$ cat config.mk
export PLATFORM = sky130hd
export DESIGN_NAME = stz_ctrl
export DESIGN_NICKNAME = d
export VERILOG_FILES = /design/src/hw/rtl/stz_pkg.sv /design/src/hw/rtl/stz_ctrl.sv
export SDC_FILE = /design/constraint.sdc
export NUM_CORES = 1
export LEC_CHECK = 0
export BUFFER_PORTS_ARGS = -buffer_cell sky130_fd_sc_hd__buf_2
export CAP_MARGIN = 20
export CORE_AREA = 2 2 39 41
export DETAILED_ROUTE_END_ITERATION = 8
export DIE_AREA = 0 0 41 43
export HOLD_SLACK_MARGIN = 0.05
export PLACE_DENSITY = 0.74
export SYNTH_ARGS = -nofsm -noshare
export SYNTH_HDL_FRONTEND = slang
export SYNTH_SLANG_ARGS = --single-unit
$ cat constraint.sdc
create_clock -name clk_i -period 1.6 [get_ports clk_i]
set_input_delay 0.08 -clock clk_i [delete_from_list [all_inputs] [get_ports clk_i]]
set_output_delay 0.08 -clock clk_i [all_outputs]
set_load 0.1 [all_outputs]
$ cat src/hw/rtl/stz_pkg.sv
package stz_pkg;

  localparam int TBL_DEPTH = 256;
  localparam int TBL_AW = $clog2(TBL_DEPTH);
  localparam int CORDIC_STEPS = 18;
  localparam int IW = 5;
  localparam int CW = 30;
  localparam int ZW = 23;
  localparam logic signed [16:0] PI_Q12 = 17'sd12868;
  localparam logic signed [16:0] TWO_PI_Q12 = 17'sd25736;

  localparam logic [1:0] REG_GAIN = 2'd0;
  localparam logic [1:0] REG_MIN_SPEED = 2'd1;
  localparam logic [1:0] REG_RATE = 2'd2;

  localparam logic OP_LOAD = 1'b0;
  localparam logic OP_TICK = 1'b1;

  typedef struct packed {
    logic accept;
    logic ld_dpsi;
    logic wrap;
    logic step;
    logic [IW-1:0] iter;
    logic round;
    logic finish;
  } cmd_t;

  typedef struct packed {
    logic tick_ok;
    logic dpsi_ok;
    logic out_full;
  } sts_t;

  function automatic logic signed [ZW-1:0] atan_lut(input logic [IW-1:0] i);
    logic signed [ZW-1:0] r;
    case (i)
      5'd0: r = 23'sd823550;
      5'd1: r = 23'sd486170;
      5'd2: r = 23'sd256879;
      5'd3: r = 23'sd130396;
      5'd4: r = 23'sd65451;
      5'd5: r = 23'sd32757;
      5'd6: r = 23'sd16383;
      5'd7: r = 23'sd8192;
      5'd8: r = 23'sd4096;
      5'd9: r = 23'sd2048;
      5'd10: r = 23'sd1024;
      5'd11: r = 23'sd512;
      5'd12: r = 23'sd256;
      5'd13: r = 23'sd128;
      5'd14: r = 23'sd64;
      5'd15: r = 23'sd32;
      5'd16: r = 23'sd16;
      5'd17: r = 23'sd8;
      default: r = '0;
    endcase
    return r;
  endfunction

endpackage

$ cat src/hw/rtl/stz_ctrl.sv
module stz_ctrl (
  input  logic          clk_i,
  input  logic          rst_ni,
  input  logic          in_valid_i,
  input  logic          op_i,
  output logic          in_ready_o,
  input  stz_pkg::sts_t sts_i,
  output stz_pkg::cmd_t cmd_o
);

  localparam logic [2:0] S_IDLE = 3'd0;
  localparam logic [2:0] S_READ = 3'd1;
  localparam logic [2:0] S_WRAP = 3'd2;
  localparam logic [2:0] S_CORD = 3'd3;
  localparam logic [2:0] S_ROUND = 3'd4;
  localparam logic [2:0] S_DONE = 3'd5;

  logic [2:0] state_q, state_d;
  logic [stz_pkg::IW-1:0] iter_q, iter_d;
  logic acc;

  assign in_ready_o = (state_q == S_IDLE);
  assign acc = in_valid_i && in_ready_o;

  always_comb begin
    state_d = state_q;
    iter_d = iter_q;
    cmd_o = '0;
    cmd_o.accept = acc;
    cmd_o.iter = iter_q;
    case (state_q)
      S_IDLE: begin
        if (acc && op_i == stz_pkg::OP_TICK && sts_i.tick_ok) state_d = S_READ;
      end
      S_READ: begin
        cmd_o.ld_dpsi = 1'b1;
        state_d = S_WRAP;
      end
      S_WRAP: begin
        if (sts_i.dpsi_ok) begin
          iter_d = '0;
          state_d = S_CORD;
        end else begin
          cmd_o.wrap = 1'b1;
        end
      end
      S_CORD: begin
        cmd_o.step = 1'b1;
        iter_d = iter_q + 1'b1;
        if (iter_q == stz_pkg::IW'(stz_pkg::CORDIC_STEPS - 1)) state_d = S_ROUND;
      end
      S_ROUND: begin
        cmd_o.round = 1'b1;
        state_d = S_DONE;
      end
      S_DONE: begin
        if (!sts_i.out_full) begin
          cmd_o.finish = 1'b1;
          state_d = S_IDLE;
        end
      end
      default: state_d = S_IDLE;
    endcase
  end

  always_ff @(posedge clk_i or negedge rst_ni) begin
    if (!rst_ni) begin
      state_q <= S_IDLE;
      iter_q <= '0;
    end else begin
      state_q <= state_d;
      iter_q <= iter_d;
    end
  end

endmodule

==> results of run 1 <==
==> logic make-up after synthesis <==
kind of cell,share of synthesized area
adders and majority gates,0.05167
xor gates and xnor gates,0.03618
and+or+nand+nor,0.2739
AOI/OAI and AO/OA,0.1628
buffers and inverters,0.06202
DFF,0.4134
==> sequential cells by signal, summed over array words and instances, names as in the netlist <==
signal / flops
state_q: 3
iter_q: 5
==> timing repair <==
action                                  CTS  global route
endpoints found under the setup margin    1             2
gates resized for setup                   1             1
hold buffers                              1             0
endpoints found under the hold margin     8             0
==> per-layer routing <==
layer / GRT usage / part of all wire / vias to the layer above
met5: 0 / 0 / -
met3: 0.07853 / 0.048 / 6
met1: 0.1672 / 0.40 / 207
met2: 0.2438 / 0.51 / 12
met4: 0.06000 / 0.032 / 0
li1: - / - / 218
==> final cells by class <==
class	instances	area, um^2	share of cell area
multi-input combinational	38	275.3	0.3860
sequential	8	206.4	0.2895
timing repair buffer	19	177.7	0.2491
clock buffer	3	22.52	0.03158
tap	16	20.02	0.02807
inverter	2	11.26	0.01579
==> path summary, 6_finish.rpt <==
| path | startpoint | cells after the start | end |
|---|---|---|---|
| max | state_q[1] | 2 | in_ready_o |
| min | sts_i[0] | 3 | state_q[2] |
| max reg2reg | state_q[1] | 3 | iter_q[3] |
| min reg2reg | iter_q[0] | 1 | iter_q[0] |
| max in group asynchronous | rst_ni | 2 | iter_q[1] |
| min in group asynchronous | rst_ni | 2 | iter_q[4] |
==> worst max-delay path, stage by stage, from the launching register on <==
cell and delay [ps]:
dfrtp_1 500, nor3_4 240, buf_2 450
==> stage by stage <==
step	instances	utilization	TNS [ps]	setup slack, ps
2_1_floorplan	51	-	-710.3	-261.1
3_3_place_gp	82	0.4892	0	302.1
3_5_place_dp	82	0.4892	0	268.5
4_1_cts	86	0.5145	0	63.22
5_1_grt	86	0.5154	0	21.63
6_report	86	0.5154	0	75.62
==> cell usage in the layout, fill, tap and decap left out <==
| cell | instances |
|---|---|
| o21bai_1 | 1 |
| xnor2_1 | 2 |
| nand2_1 | 2 |
| nor3_4 | 1 |
| a221o_1 | 1 |
| buf_12 | 5 |
| dlygate4sd3_1 | 1 |
| or2_1 | 1 |
| ha_1 | 2 |
| nor2_1 | 3 |
| dfrtp_1 | 3 |
| buf_4 | 1 |
| dfrtp_2 | 5 |
| a31oi_1 | 2 |
| clkinvlp_4 | 1 |
| o221ai_1 | 1 |
| nand3b_1 | 1 |
| and4bb_2 | 1 |
| nand2b_1 | 5 |
| clkbuf_4 | 3 |
| nor2_2 | 2 |
| nand3_1 | 3 |
| nor2b_2 | 1 |
| nor2b_1 | 1 |
| a22o_1 | 2 |
| and2_4 | 1 |
| inv_1 | 1 |
| nor3_2 | 1 |
| o22ai_1 | 2 |
| buf_2 | 12 |
| a21oi_1 | 2 |
==> metrics.cfg, run 1 <==
[status]
status = complete, no violations

[logic_synthesis]
synth_area_leaders = dfrtp_1 41%, nand2b_1 6.5%, ha_1 5.2%
syn_area_um2 = 484.2
synth-edff-count = 0
synth_cells = 51
syn_avg_cell_area_um2 = 9.494
yosys-top-cells-count = 8 x dfrtp_1, 5 x nand2b_1, 5 x nor2_1
ys_seq_elements = 8
ys_seq_area_frac = 0.4134
synth_ff_type = dfrtp_1
synthMostInstantiatedCell = dfrtp_1
synth_cell_types = 23
ys_warn_count = 0
async_flop_share = 1.000
syn-num-nets = 60
yosysTopAreaCellShare = 0.4134
yosysTopAreaCell = dfrtp_1

[drt]
drc = 0
detail_route.iter0.violations = 7
detail-route-antenna-nets = 0
first_pass_iters = 5
vias = 443
viasPerCell = 5.151
routed_wl_mm = 1.109
wire_per_inst_um = 12.90

[sta]
max_freq_ghz = 0.6560
relSlewSlack = 0.6793
hold_violations = 0
grt_setup_unrepaired = no
layout_min_cycle_time_ps = 1524
fin_crit_sh = 0.9527
clock-skew-final_ps = 7.529
setup-violations-final = 0
slew_violations = 0
hold_ws_ps = 170.6
worstMarginPinSlew_ps = 484.3

[finish]
diodes = 0
nets = 81
synthToLayoutAreaGrowth_pct = 47.29
fin_area_um2 = 713.2
nFillCells = 134
layout-drive-gt1-share = 0.4857

[clock_tree]
cts.sinks = 8
cts.clk_slew.worst_paths_ps = 50
numCtsBuffers = 3
tritoncts = yes
clk_path_buf_depth = 2
cts_setup_buffers = 0
insertion_delay_ps = 250
htree_levels = 1
root_buffer = clkbuf_4

[worst_setup_path]
r2r_slack_ps = 270
arrival_ps = 1440
critPathKind = reg2out
start_kind = register
worst_setup_path_end_kind = output pin
crit_fanout = 9
required_ps = 1520

[grt]
antenna_found_initial = 0
grt.total_usage = 0.1545
grt_pass1_vias = 406
grt_start_max_net_pins = 12
grt_pass1_wl_mm = 1.780
gr-total-overflow = 0

[hold_path]
hold_class = in2reg

[floorplanning]
die_height_um = 43
core.rowCount = 14
boundaryPins = 19
design.core.area_um2 = 1384
initial_core_util = 0.3499
fp.dieW_um = 41
die-area_um2 = 1763

[placement]
gp_congestion = 0.7303
dpl.hpwl_um = 889.3
io_buffer_count = 18
postPlaceCellArea_um2 = 676.9

[run]
drv_cap = 0

Power of run 1 is left out: the tool's default activity adds up to more than one toggle a clock period on the data nets, which glitch-free logic cannot reach.
==> run 2: changes to the inputs <==
Settings changed: CTS_BUF_LIST set to sky130_fd_sc_hd__clkbuf_8 sky130_fd_sc_hd__clkbuf_16.
==> metrics.cfg, run 2 (synthesis results as in run 1) <==
[finish]
diodes = 0
synthToLayoutAreaGrowth_pct = 51.16
layout-drive-gt1-share = 0.4857
largest_registers = iter_q: 5 flops, state_q: 3 flops
nets = 81
layout_commonest_cell = buf_2
mostFrequentLayoutCells = 12 x buf_2, 5 x nand2b_1, 5 x dfrtp_2, 5 x buf_12
nFillCells = 133
top_register = iter_q
largest_reg_flops = 5

[drt]
detail_route.iter0.violations = 7
routed_wl_mm = 1.126
vias = 431
drc = 0
wire_per_inst_um = 13.09
detail-route-antenna-nets = 0
first_pass_iters = 3
viasPerCell = 5.012

[sta]
hold_violations = 0
hold_ws_ps = 192.6
setup-violations-final = 0
grt_setup_unrepaired = no
layout_min_cycle_time_ps = 1498
clock-skew-final_ps = 6.474
fin_crit_sh = 0.9364
slew_violations = 0
relSlewSlack = 0.6794
worstMarginPinSlew_ps = 484.3
max_freq_ghz = 0.6674

[grt]
grt_pass1_vias = 422
gr-total-overflow = 0
grt.total_usage = 0.1556
antenna_found_initial = 0
grt_start_max_net_pins = 12
grt_pass1_wl_mm = 1.794

[floorplanning]
boundaryPins = 19
fp.dieW_um = 41
design.core.area_um2 = 1384
die_height_um = 43
die-area_um2 = 1763
initial_core_util = 0.3499
core.rowCount = 14

[clock_tree]
htree_levels = 1
clk_path_buf_depth = 2
cts.sinks = 8
tritoncts = yes
numCtsBuffers = 3
insertion_delay_ps = 230
cts.clk_slew.worst_paths_ps = 40
cts_setup_buffers = 0
root_buffer = clkbuf_8

[worst_setup_path]
worst_setup_path_end_kind = output pin
required_ps = 1520
crit_fanout = 9
start_kind = register
critPathKind = reg2out
arrival_ps = 1420

[status]
status = complete, no violations

[placement]
gp_congestion = 0.7303
dpl.hpwl_um = 889.3
io_buffer_count = 18

[run]
drv_cap = 0

[hold_path]
hold_class = in2reg

==> run 2: changes by cell type in the layout (fill, tap and decap cells not counted) <==
cell      change
clkbuf_8      +3
clkbuf_4      -2
buf_4         -1
==> run 2: worst paths after layout <==
path	from	endpoint	slack (ps)	cells after the start
worst max-delay path	state_q[1]	in_ready_o	100	2
worst min register to register	iter_q[0]	iter_q[0]	510	1
max in group asynchronous	rst_ni	iter_q[0]	1190	2
worst min-delay path	sts_i[0]	state_q[2]	190	3
min in group asynchronous	rst_ni	iter_q[4]	220	2
worst max register to register	state_q[1]	iter_q[3]	270	3
==> run 2: routing by layer <==
layer / share of wire / GRT usage / wire [um] / up-vias
met2: 0.57 / 0.2594 / 638 / 6
met5: 0 / 0 / 0 / -
met3: 0.036 / 0.07853 / 40 / 0
met4: 0 / 0.06000 / 0 / 0
li1: - / - / - / 219
met1: 0.40 / 0.1541 / 447 / 206
==> run 2: per-stage QoR <==
stage	std cells	setup WS [ps]	setup TNS, ps	util	cell area (um^2)
after floorplan	51	-261.1	-710.3	-	530.5
after global placement	82	302.1	0	0.4892	676.9
after detailed placement	82	268.5	0	0.4892	676.9
after CTS	86	28.19	0	0.5262	728.2
after global routing	86	28.04	0	0.5289	732.0
final	86	101.7	0	0.5289	732.0
==> run 2: area by class of cell <==
| cell class | count | area [um^2] | share of cell area |
|---|---|---|---|
| inverter | 2 | 11.26 | 0.01538 |
| multi-input combinational | 38 | 275.3 | 0.3761 |
| sequential | 8 | 206.4 | 0.2821 |
| timing repair buffer | 19 | 177.7 | 0.2427 |
| tap | 16 | 20.02 | 0.02735 |
| clock buffer | 3 | 41.29 | 0.05641 |
==> run 2: critical path: stages (launching register included) <==
cell     delay [ps]
dfrtp_1         490
nor3_4          240
buf_2           460
==> run 2: what timing repair did <==
| action | CTS | global route |
|---|---|---|
| hold buffers | 1 | 0 |
| setup endpoints to repair | 0 | 2 |
| gates resized for setup | 0 | 2 |
| hold endpoints to repair | 8 | 0 |
Power of run 2 is left out for the same reason.
